**config.mk**
```make
export PLATFORM = sky130hd
export DESIGN_NAME = bmp_header_validator
export DESIGN_NICKNAME = d
export VERILOG_FILES = /design/src/bhv_pkg.sv /design/src/bhv_serial_mult.sv /design/src/bhv_byte_parser.sv /design/src/bmp_header_validator.sv
export SDC_FILE = /design/constraint.sdc
export NUM_CORES = 1
export LEC_CHECK = 0
export BUFFER_PORTS_ARGS = -buffer_cell sky130_fd_sc_hd__buf_2
export CORE_MARGIN = 3
export CORE_UTILIZATION = 40
export CTS_CLUSTER_SIZE = 28
export DETAILED_ROUTE_END_ITERATION = 7
export GPL_ROUTABILITY_DRIVEN = 0
export HOLD_SLACK_MARGIN = 0.06
export SLEW_MARGIN = 20
export SYNTH_ARGS = -nofsm -noshare
export SYNTH_HDL_FRONTEND = slang
export SYNTH_SLANG_ARGS = --single-unit
```
**constraint.sdc**
```tcl
create_clock -name aclk -period 5.9 [get_ports aclk]
set_input_delay 0 -clock aclk [delete_from_list [all_inputs] [get_ports aclk]]
set_output_delay 0 -clock aclk [all_outputs]
set_load 0.03 [all_outputs]
```
**src/bhv_pkg.sv**
```systemverilog
// Shared types, constants and status codes for the BMP header validator.
// Depends on nothing; every other file in src takes it in by wildcard import.
package bhv_pkg;

    localparam int WORD_W   = 32;
    localparam int BYTE_W   = 8;
    localparam int POS_W    = 6;
    localparam int DIGIT_W  = 4;
    localparam int DIGITS   = WORD_W / DIGIT_W;
    localparam int DCNT_W   = $clog2(DIGITS + 1);
    localparam int STATUS_W = 4;

    // Header byte positions at which a field is complete.
    localparam logic [POS_W-1:0] POS_SIG        = 6'd1;
    localparam logic [POS_W-1:0] POS_FILE_SIZE  = 6'd5;
    localparam logic [POS_W-1:0] POS_RES1       = 6'd7;
    localparam logic [POS_W-1:0] POS_RES2       = 6'd9;
    localparam logic [POS_W-1:0] POS_OFFSET     = 6'd13;
    localparam logic [POS_W-1:0] POS_HDR_SIZE   = 6'd17;
    localparam logic [POS_W-1:0] POS_WIDTH      = 6'd21;
    localparam logic [POS_W-1:0] POS_HEIGHT     = 6'd25;
    localparam logic [POS_W-1:0] POS_PLANES     = 6'd27;
    localparam logic [POS_W-1:0] POS_BPP        = 6'd29;
    localparam logic [POS_W-1:0] POS_COMPR      = 6'd33;
    localparam logic [POS_W-1:0] POS_IMG_SIZE   = 6'd37;
    localparam logic [POS_W-1:0] POS_USED       = 6'd49;
    localparam logic [POS_W-1:0] POS_IMPORTANT  = 6'd53;
    localparam logic [POS_W-1:0] POS_LAST       = 6'd53;

    localparam logic [15:0]       SIGNATURE_BM   = 16'h4D42;
    localparam logic [WORD_W-1:0] PIXEL_OFFSET   = 32'h0000_0036;
    localparam logic [WORD_W-1:0] INFO_HDR_SIZE  = 32'h0000_0028;
    localparam logic [15:0]       PLANES_ONE     = 16'h0001;
    localparam logic [15:0]       BPP_24         = 16'h0018;

    typedef enum logic [STATUS_W-1:0] {
        ST_OK        = 4'd0,
        ST_SIG       = 4'd1,
        ST_RES1      = 4'd2,
        ST_RES2      = 4'd3,
        ST_OFFSET    = 4'd4,
        ST_HDR_SIZE  = 4'd5,
        ST_BOTTOM_UP = 4'd6,
        ST_PLANES    = 4'd7,
        ST_BPP       = 4'd8,
        ST_COMPR     = 4'd9,
        ST_IMG_SIZE  = 4'd10,
        ST_USED      = 4'd11,
        ST_IMPORTANT = 4'd12
    } bhv_status_t;

    // Start of a row-size times height product.
    typedef struct packed {
        logic              load;
        logic [WORD_W-1:0] row;
        logic [WORD_W-1:0] height;
    } bhv_mul_req_t;

    // Completed header, handed to the output stage for one cycle.
    typedef struct packed {
        logic              valid;
        bhv_status_t       status;
        logic [WORD_W-1:0] file_size;
        logic [WORD_W-1:0] width;
        logic [WORD_W-1:0] height;
        logic [WORD_W-1:0] pixel_bytes;
    } bhv_result_t;

endpackage

```
**src/bhv_serial_mult.sv**
```systemverilog
// Digit-serial multiplier, one 4-bit digit of the multiplier per cycle, MSB first.
// Depends on bhv_pkg; the product wraps to 32 bits.
module bhv_serial_mult
    import bhv_pkg::*;
(
    input  logic              aclk,
    input  logic              aresetn,
    input  bhv_mul_req_t      req,
    output logic [WORD_W-1:0] product
);

    logic [WORD_W-1:0]         mcand_reg;
    logic [WORD_W-1:0]         mplier_reg;
    logic [WORD_W-1:0]         acc_reg;
    logic [WORD_W-1:0]         acc_next;
    logic [DCNT_W-1:0]         cnt_reg;
    logic [WORD_W+DIGIT_W-1:0] partial;

    assign partial  = mcand_reg * mplier_reg[WORD_W-1 -: DIGIT_W];
    assign acc_next = {acc_reg[WORD_W-DIGIT_W-1:0], {DIGIT_W{1'b0}}}
                      + partial[WORD_W-1:0];

    always_ff @(posedge aclk) begin
        if (!aresetn) begin
            cnt_reg <= '0;
        end else if (req.load) begin
            cnt_reg <= DCNT_W'(DIGITS);
        end else if (cnt_reg != '0) begin
            cnt_reg <= cnt_reg - 1'b1;
        end
    end

    always_ff @(posedge aclk) begin
        if (req.load) begin
            mcand_reg  <= req.row;
            mplier_reg <= req.height;
            acc_reg    <= '0;
        end else if (cnt_reg != '0) begin
            mplier_reg <= {mplier_reg[WORD_W-DIGIT_W-1:0], {DIGIT_W{1'b0}}};
            acc_reg    <= acc_next;
        end
    end

    assign product = acc_reg;

endmodule

```
**src/bhv_byte_parser.sv**
```systemverilog
// Byte-serial header parser: shifts bytes into a 32-bit window and runs each check.
// Depends on bhv_pkg and bhv_serial_mult for the image size product.
module bhv_byte_parser
    import bhv_pkg::*;
(
    input  logic              aclk,
    input  logic              aresetn,
    input  logic              byte_valid,
    input  logic [BYTE_W-1:0] header_byte,
    input  logic              start_of_header,
    output bhv_result_t       result
);

    logic [WORD_W-1:0] window_reg;
    logic [POS_W-1:0]  pos_reg;
    logic              active_reg;
    bhv_status_t       first_error_reg;
    logic [WORD_W-1:0] file_size_reg;
    logic [WORD_W-1:0] width_reg;
    logic [WORD_W-1:0] height_reg;
    logic [WORD_W-1:0] pixel_reg;
    logic              result_valid_reg;

    logic [WORD_W-1:0] window_next;
    logic [15:0]       hi16;
    logic [POS_W-1:0]  pos;
    logic              take;
    bhv_status_t       err_base;
    bhv_status_t       err_now;
    bhv_status_t       err_next;
    logic [WORD_W-1:0] row_size;
    logic [WORD_W-1:0] product;
    bhv_mul_req_t      mul_req;

    // A start discards the partial window, so the new byte lands on zeros.
    assign window_next = {header_byte, start_of_header ? {(WORD_W-BYTE_W){1'b0}}
                                                       : window_reg[WORD_W-1:BYTE_W]};
    assign hi16     = window_next[WORD_W-1:16];
    assign pos      = start_of_header ? '0 : pos_reg;
    assign take     = byte_valid && (start_of_header || active_reg);
    assign err_base = start_of_header ? ST_OK : first_error_reg;

    always_comb begin
        err_now = ST_OK;
        unique case (pos)
            POS_SIG:       if (hi16 != SIGNATURE_BM)       err_now = ST_SIG;
            POS_RES1:      if (hi16 != 16'h0000)           err_now = ST_RES1;
            POS_RES2:      if (hi16 != 16'h0000)           err_now = ST_RES2;
            POS_OFFSET:    if (window_next != PIXEL_OFFSET)  err_now = ST_OFFSET;
            POS_HDR_SIZE:  if (window_next != INFO_HDR_SIZE) err_now = ST_HDR_SIZE;
            POS_HEIGHT:    if (!window_next[WORD_W-1])     err_now = ST_BOTTOM_UP;
            POS_PLANES:    if (hi16 != PLANES_ONE)         err_now = ST_PLANES;
            POS_BPP:       if (hi16 != BPP_24)             err_now = ST_BPP;
            POS_COMPR:     if (window_next != '0)          err_now = ST_COMPR;
            POS_IMG_SIZE:  if (window_next != product)     err_now = ST_IMG_SIZE;
            POS_USED:      if (window_next != '0)          err_now = ST_USED;
            POS_IMPORTANT: if (window_next != '0)          err_now = ST_IMPORTANT;
            default:       err_now = ST_OK;
        endcase
    end

    assign err_next = (err_base != ST_OK) ? err_base : err_now;

    // Padded row size: width*3 + 3, rounded down to a multiple of four.
    assign row_size = ({width_reg[WORD_W-2:0], 1'b0} + width_reg + WORD_W'(3))
                      & ~WORD_W'(3);

    assign mul_req.load   = take && (pos == POS_HEIGHT);
    assign mul_req.row    = row_size;
    assign mul_req.height = '0 - window_next;

    bhv_serial_mult u_mult (
        .aclk    (aclk),
        .aresetn (aresetn),
        .req     (mul_req),
        .product (product)
    );

    always_ff @(posedge aclk) begin
        if (!aresetn) begin
            pos_reg          <= '0;
            active_reg       <= 1'b0;
            first_error_reg  <= ST_OK;
            result_valid_reg <= 1'b0;
        end else begin
            result_valid_reg <= 1'b0;
            if (take) begin
                first_error_reg <= err_next;
                if (pos == POS_LAST) begin
                    pos_reg          <= '0;
                    active_reg       <= 1'b0;
                    result_valid_reg <= 1'b1;
                end else begin
                    pos_reg    <= pos + 1'b1;
                    active_reg <= 1'b1;
                end
            end
        end
    end

    always_ff @(posedge aclk) begin
        if (take) begin
            window_reg <= window_next;
            if (pos == POS_FILE_SIZE) begin
                file_size_reg <= window_next;
            end
            if (pos == POS_WIDTH) begin
                width_reg <= window_next;
            end
            if (pos == POS_HEIGHT) begin
                height_reg <= mul_req.height;
            end
            if (pos == POS_IMG_SIZE) begin
                pixel_reg <= window_next;
            end
        end
    end

    assign result.valid       = result_valid_reg;
    assign result.status      = first_error_reg;
    assign result.file_size   = file_size_reg;
    assign result.width       = width_reg;
    assign result.height      = height_reg;
    assign result.pixel_bytes = pixel_reg;

endmodule

```
**src/bmp_header_validator.sv**
```systemverilog
// Top level of the BMP header validator: stream ports and the result register.
// Depends on bhv_pkg and bhv_byte_parser (which holds bhv_serial_mult).
//
// Usage: the 54 bytes of a BMP file header and BITMAPINFOHEADER arrive on the
// slave channel, one byte per request in s_tdata, with s_tuser high on byte 0.
// A request with s_tuser high always restarts parsing and drops any partial
// header; bytes that arrive while no header is open are taken and ignored.
// After the 54th byte one request leaves on the master channel carrying the
// status of the first failed check and, when every check passed, the file
// size, width, negated height and image size (all zero otherwise).
// Throughput: one byte per cycle while s_tready is high. The image size check
// needs the padded row size times the height; a digit-serial multiplier forms
// it one digit at a time, starting on the height byte, and the twelve bytes
// up to the image size check always give it time to finish.
// After the 54th byte is taken, the result passes the parser's result register
// and then the output result register before m_tvalid rises.
// Reset (aresetn low at a clock edge) closes any open header and drops an
// undelivered result. While a result waits on m_tready, s_tready is held low,
// so no byte is taken until the result register is free again.
module bmp_header_validator
    import bhv_pkg::*;
(
    input  logic         aclk,
    input  logic         aresetn,
    input  logic         s_tvalid,
    output logic         s_tready,
    input  logic [7:0]   s_tdata,   // [7:0] header_byte
    input  logic         s_tuser,   // [0] start_of_header
    output logic         m_tvalid,
    input  logic         m_tready,
    // [3:0] status, [35:4] file_size, [67:36] image_width,
    // [99:68] image_height, [131:100] pixel_bytes, [135:132] zero
    output logic [135:0] m_tdata
);

    localparam int OUT_BITS = STATUS_W + 4 * WORD_W;

    bhv_result_t         result;
    logic                m_valid_reg;
    logic [OUT_BITS-1:0] m_data_reg;
    logic                ok;
    logic [WORD_W-1:0]   keep_mask;

    // The result register is free when empty or being emptied this cycle.
    assign s_tready = !m_valid_reg || m_tready;

    bhv_byte_parser u_parser (
        .aclk            (aclk),
        .aresetn         (aresetn),
        .byte_valid      (s_tvalid && s_tready),
        .header_byte     (s_tdata),
        .start_of_header (s_tuser),
        .result          (result)
    );

    // Header values are only reported for a header that passed every check.
    assign ok        = (result.status == ST_OK);
    assign keep_mask = {WORD_W{ok}};

    always_ff @(posedge aclk) begin
        if (!aresetn) begin
            m_valid_reg <= 1'b0;
        end else if (result.valid) begin
            m_valid_reg <= 1'b1;
        end else if (m_tready) begin
            m_valid_reg <= 1'b0;
        end
    end

    always_ff @(posedge aclk) begin
        if (result.valid) begin
            m_data_reg <= {result.pixel_bytes & keep_mask,
                           result.height      & keep_mask,
                           result.width       & keep_mask,
                           result.file_size   & keep_mask,
                           result.status};
        end
    end

    assign m_tvalid = m_valid_reg;
    assign m_tdata  = {4'b0000, m_data_reg};

endmodule

```
==> results of run 1 <==
routing by layer:
layer | vias up | GRT usage (%) | share of wire, %
li1 | 6985 | - | -
met1 | 7240 | 24.5 | 44
met2 | 362 | 31.2 | 48
met3 | 85 | 3.40 | 5.2
met4 | 0 | 6.32 | 3.0
met5 | - | 0 | 0
area by class of cell:
| cell class | instances | area (sq um) | area share [%] |
|---|---|---|---|
| multi-input cells | 1290 | 9580 | 38.2 |
| clock inverters | 26 | 275 | 1.10 |
| diodes | 1 | 2.50 | 0.00998 |
| clock buffers | 52 | 1110 | 4.42 |
| repair buffers | 223 | 1460 | 5.84 |
| flip-flops and latches | 393 | 11300 | 45.2 |
| inverters | 120 | 453 | 1.81 |
| well taps | 688 | 861 | 3.43 |
synth_stat cells (all sizes together), types with 12 or more instances:
master  number  share of area [%]
edfxtp     346                 49
nand3       32               0.75
nand2b      17               0.50
nor2b       39                1.1
a31oi       12               0.35
dfxtp       47                4.4
and3        13               0.38
nand2      201                3.5
a21oi      102                2.4
and2       198                5.8
nor3        26               0.61
o21ai       53                1.2
clkbuf      58                1.0
nor2        72                1.3
xor2        35                1.4
inv        120                2.1
o21bai      18               0.68
ha         121                7.1
a211oi      14               0.49
xnor2       96                3.9
a21o        35                1.2
nor4        13               0.58
fa          54                5.1
where the power goes:
group	switching, uW	internal (uW)	total (uW)
Sequential	206	3390	3600
Combinational	5170	4270	9440
Clock	1120	1570	2680
cell families (layout without fill, tap and decap cells):
logic type               after synthesis  after routing  synth area share [%]
other                                  1              5                0.0175
XOR/XNOR                             131            131                  5.36
AO/OA/AOI/OAI                        313            313                  9.46
multiplexers                           8              8                 0.409
flip-flops                           393            393                  52.9
adder cells (fa/ha/maj)              175            175                  12.1
buffers and inverters                189            421                  3.39
AND/OR/NAND/NOR                      659            659                  16.3
cell usage in the layout, fill, tap and decap left out, types with 56 or more instances in the layout:
cell type and instances:
buf_4 56, nand2_1 197, nor2_1 68, inv_1 113
ha_1 114, buf_2 146, a21oi_1 94, xnor2_1 96
edfxtp_1 346, and2_1 195
timing repair:
action | 4_1_cts | 5_1_grt
cloned | 0 | 4
buffers inserted | 0 | 11
hold buffers | 11 | 0
endpoints found under the setup margin | 4 | 10
resized for setup | 6 | 46
pin swaps | 1 | 34
endpoints found under the hold margin | 60 | 0
worst min-delay path by stage:
stage	start	to	slack [ns]	depth (start not counted)
global route	s_tuser	u_parser.height_reg[7]	0.16	2
CTS	s_tuser	u_parser.height_reg[7]	0.13	2
finish	s_tuser	u_parser.height_reg[7]	0.14	2
global placement	m_tready	m_tvalid	0.32	3
floorplan	s_tdata[0]	u_parser.file_size_reg[24]	0.1	0
detailed placement	m_tready	m_tvalid	0.34	3
through the flow:
| stage | area (sq um) | instances |
|---|---|---|
| 6_report | 25100 | 2793 |
| 3_5_place_dp | 23200 | 2688 |
| 2_1_floorplan | 21400 | 1872 |
| 5_1_grt | 25100 | 2792 |
| 4_1_cts | 24700 | 2777 |
| 3_3_place_gp | 23200 | 2688 |
worst max-delay path, delay by kind of cell, from the launching register on:
family	cells	cell delay, ns
xor gates and xnor gates	1	0.09
DFF	1	0.43
muxes	1	0.23
AOI/OAI and AO/OA	13	2.79
and+or+nand+nor	3	0.18
adders and majority gates	4	1.68
buffers and inverters	2	0.21
==> impl_metrics.json, run 1 <==
{
  "cp-endpoint": "u_parser.u_mult.product[30]",
  "die-width_microns": 237,
  "worstPathArrival_ns": 6.21,
  "via_per_inst": 5.25,
  "antenna_found_initial": 1,
  "first_global_vias": 14802,
  "drc": 0,
  "fin_crit_sh_pct": 97.4,
  "status": "finished clean",
  "clk_pin_slew_worst_paths_ns": 0.07,
  "htree_num_levels": 2,
  "hpwl_mm": 37.0,
  "placeableCoreArea_sq_um": 52800,
  "fin_crit_ns": 5.75,
  "die_area_sq_um": 56300,
  "drt_iter0_drc": 1023,
  "ff2ff_path_depth": 24,
  "async_reset_ff_share_pct": 0,
  "grt-ovfl-total": 0,
  "crit_chain": "buf_12, nand2_4, fa_1, fa_1, inv_2, fa_2, a21o_1, a311o_1, a311oi_2, o21ba_2, o21bai_1, a21o_1, a21o_1, a21oi_2, xnor2_1, ha_1, a21o_1, a2111oi_2, a21boi_2, o211a_1, nor3_2, a211oi_2, mux2i_1, nand2_1",
  "io_pins": 151,
  "synth-seq-area-share_pct": 52.9,
  "critPathLaunch": "u_parser.u_mult.mplier_reg[29]",
  "r2r_end": "u_parser.u_mult.product[30]",
  "rsz0062_at_grt": "yes",
  "wire_per_inst_microns": 19.0,
  "setup_slack_ns": 0.152,
  "drt.antenna.violating_nets": 0,
  "grt_max_degree": 73,
  "slowest_stage": "fa_1",
  "tns_ns": 0,
  "syn_inst": 1869,
  "crit_path_end_kind": "flip-flop",
  "dp_slack_ns": -0.166,
  "power_density_nw_per_um2": 627,
  "synth-seq-cells": 393,
  "yosysWarnings": 0,
  "timing.fmax_mhz": 174,
  "hold_viol_final": 0,
  "grt.total_usage_pct": 18.6,
  "insertion_delay_ns": 0.58,
  "power_uw": 15700,
  "cts_tree": "built",
  "grt_pass1_wl_mm": 82.5,
  "dieHeight_microns": 237,
  "crit_required_ns": 6.36,
  "synth_enable_flop_cells": 346,
  "reg2reg_from": "u_parser.u_mult.mplier_reg[29]",
  "numCtsBuffers": 43,
  "first_pass_iters": 6,
  "cp_common_cell": "a21o_1",
  "vias": 14672,
  "cts_root_buf": "clkbuf_16",
  "finalSetupViolations": 0,
  "peakVddDrop_uv": 657,
  "area_delta_synth_final_pct": 17.2,
  "largest_register_ffs": 132,
  "n_fill_cell": 4839,
  "initial_core_util_pct": 40.6,
  "layout.nets": 2259,
  "hp-class": "input port to flip-flop",
  "clkSinkCount": 393,
  "relSlewSlack_pct": 29.4,
  "crit_path_start_kind": "flip-flop",
  "hold_slack_ns": 0.138,
  "avgSynthCellArea_sq_um": 11.5,
  "synth_cell_types": 76,
  "max_cap_viol_count": 0,
  "finish.utilization_pct": 47.5,
  "io_buffers": 146,
  "clock_path_buffers": 3,
  "syn-cell-area_sq_um": 21400,
  "routed_wl_mm": 53.2,
  "slew_violations": 0,
  "drive_gt1_share_pct": 16.4,
  "path_class": "flip-flop to flip-flop",
  "critPathMaxStageDelay_ns": 0.53,
  "p_leak_uw": 0.00999,
  "crit_fanout": 6,
  "regToRegSetupSlack_ns": 0.15,
  "synth_flop_cell": "edfxtp_1",
  "num_rows": 84,
  "finalClockSkew_ns": 0.0304,
  "worst_pin_slew_ns": 1.06
}
No activity file was read; power rests on OpenSTA's default activity.
==> inputs of run 2 (changes only) <==
- ABC_AREA: default -> 1
==> run 2 against run 1 <==
Final area increased by 3.1%. Largest cell class unchanged. Core utilization decreased by 1.1 points. Critical path depth unchanged. Critical endpoint is now u_parser.u_mult.product[26]. Worst setup slack improved by 0.35 ns. Largest power group unchanged.
==> impl_metrics.json, run 2 <==
{
  "p_int_uw": 8260,
  "largest_register_ffs": 132,
  "vias": 17466,
  "status": "finished clean",
  "antenna_found_initial": 2,
  "hpwl_mm": 45.6,
  "routed_wl_mm": 60.6,
  "synth_enable_flop_cells": 346,
  "relSlewSlack_pct": 34.8,
  "grt.total_usage_pct": 20.3,
  "switching_share_pct": 48.7,
  "yosysWarnings": 0,
  "worstHoldStart": "s_tvalid",
  "initial_core_util_pct": 41.0,
  "synth_top_cells_by_count": "nand2_1, inv_1, edfxtp_1",
  "critical-path-top-delay-family": "adder cells",
  "drt.antenna.violating_nets": 0,
  "num_rows": 86,
  "cts_root_buf": "clkbuf_16",
  "finalClockSkew_ns": 0.0239,
  "drive_gt1_share_pct": 9.64,
  "hp-class": "input port to flip-flop",
  "yosysMostFrequentCell": "nand2_1",
  "die-width_microns": 245,
  "clk_pin_slew_worst_paths_ns": 0.06,
  "critPathLaunch": "u_parser.u_mult.mplier_reg[31]",
  "slowest_stage": "fa_1",
  "crit_path_end_kind": "flip-flop",
  "hold_end": "u_parser.window_reg[31]",
  "drt_iter0_drc": 1338,
  "drc": 0,
  "synth.top_cell.area_share_pct": 45.5,
  "via_per_inst": 4.95,
  "r2r_end": "u_parser.u_mult.product[26]",
  "worstPathArrival_ns": 5.86,
  "critPathMaxStageDelay_ns": 0.53,
  "die_area_sq_um": 60000,
  "crit_buf_inv": 5,
  "io_buffers": 146,
  "synth-seq-cells": 393,
  "avgSynthCellArea_sq_um": 8.87,
  "peakVddDrop_uv": 487,
  "cts_tree": "built",
  "dieHeight_microns": 245,
  "async_reset_ff_share_pct": 0,
  "crit_fanout": 27,
  "synth_flop_cell": "edfxtp_1",
  "rsz0062_at_grt": "no",
  "crit_chain": "buf_4, nand2_1, inv_1, fa_1, inv_1, fa_1, inv_1, ha_1, a21oi_1, nand2_1, a21oi_1, o21ai_0, a21oi_1, xnor2_1, ha_1, nand2_1, nor4_1, nand2_1, nand2_1, nand2_1, nand3_1, nand3_1, nand2_1, inv_1",
  "syn_inst": 2576,
  "p_switching_uw": 7860,
  "grt_max_degree": 84,
  "layout.nets": 2934,
  "reg2reg_from": "u_parser.u_mult.mplier_reg[31]",
  "htree_num_levels": 2,
  "min_path_cells": 4,
  "regToRegSetupSlack_ns": 0.50,
  "power_frac_comb_pct": 61.9,
  "dr.max_layer_used": "met4",
  "cp_common_cell": "nand2_1",
  "slew_violations": 0,
  "p_leak_uw": 0.0121,
  "finalSetupViolations": 0,
  "ff2ff_path_depth": 24,
  "clock_path_buffers": 3,
  "wire_per_inst_microns": 17.2,
  "hold_viol_final": 0,
  "first_global_vias": 17274,
  "m1WireLength_mm": 26.9,
  "placeableCoreArea_sq_um": 55700,
  "tns_ns": 0,
  "grt-ovfl-total": 0,
  "synth.area.top_cells": "edfxtp_1, nand2_1, inv_1",
  "mostFrequentLayoutCell": "nand2_1",
  "postCtsSetupRepairBufs": 0,
  "crit_required_ns": 6.36,
  "syn-cell-area_sq_um": 22800,
  "clkSinkCount": 393,
  "grt_pass1_wl_mm": 96.0,
  "area_delta_synth_final_pct": 13.2,
  "fin_crit_sh_pct": 91.5,
  "max_cap_viol_count": 0,
  "clkPwrFrac_pct": 15.7,
  "layout_common_cells": "nand2_1, inv_1, edfxtp_1, nor2_1, buf_2",
  "timing.fmax_mhz": 185,
  "power_uw": 16100,
  "crit_path_start_kind": "flip-flop",
  "fin_crit_ns": 5.40,
  "numCtsBuffers": 42,
  "met2_length_mm": 27.4,
  "io_pins": 151,
  "synth_cell_types": 49,
  "worst_pin_slew_ns": 0.974,
  "synth-seq-area-share_pct": 49.6,
  "power_density_nw_per_um2": 623,
  "antenna_cells": 0,
  "seq_power_share_pct": 22.5,
  "dr_wl_met3_mm": 4.36,
  "first_pass_iters": 5,
  "yosysTopAreaCell": "edfxtp_1",
  "path_class": "flip-flop to flip-flop",
  "insertion_delay_ns": 0.58
}
-- run 2: power by group through the flow --
stage / combinational (uW) / sequential [uW] / clock (uW)
after floorplan: 7450 / 3540 / 0
after global placement: 9680 / 3670 / 0
after detailed placement: 9760 / 3670 / 0
after CTS: 9860 / 3620 / 2570
after global routing: 11400 / 3650 / 2690
final: 9970 / 3620 / 2520
-- run 2: kinds of logic after synthesis --
kind of cell / synth area share, %
fa+ha+maj: 11.4
simple gates: 20.2
xor+xnor: 3.49
other cells: 0.0164
compound gates: 6.09
flops: 49.6
buf+inv: 9.26
-- run 2: through the flow --
step	setup slack, ns	util [%]	std cells	hold slack [ns]	instance area, sq um
floorplan	1.08	-	2579	0.0989	22900
global placement	0.717	43.8	3438	0.332	24400
detailed placement	0.630	43.8	3438	0.339	24400
CTS	0.596	46.4	3528	0.0812	25900
global route	0.0954	46.4	3528	0.124	25900
finish	0.504	46.4	3528	0.119	25900
-- run 2: how the worst max path moves through the flow --
stage,to,slack (ns),cells after the start
4_1_cts,u_parser.u_mult.product[26],0.60,24
5_1_grt,u_parser.u_mult.product[26],0.1,24
3_5_place_dp,u_parser.u_mult.product[26],0.63,24
3_3_place_gp,u_parser.u_mult.product[26],0.72,23
2_1_floorplan,u_parser.u_mult.product[27],1.08,25
6_report,u_parser.u_mult.product[26],0.50,24
-- run 2: repair_timing --
action / 4_1_cts / 5_1_grt
hold buffers: 12 / 0
endpoints found under the hold margin: 58 / 0
resized for setup: 0 / 0
-- run 2: tightest hold or removal path, cell delays in order --
cell	delay (ns)
buf_2	0.10
inv_1	0.08
nor3_4	0.04
buf_4	0.24
-- run 2: final cells by class --
type                       count  area, sq um
fill                        5310        29900
sequential                   393        11300
multi-input combinational   1636         9430
inverter                     498         1870
clock buffer                  52         1090
timing repair buffer         175          978
tap                          748          936
clock inverter                26          226
-- run 2: layer usage --
metal | up-vias | global-route usage (%)
met5 | - | 0
met3 | 121 | 3.33
met2 | 636 | 32.9
met1 | 8130 | 27.8
met4 | 0 | 6.81
li1 | 8579 | -
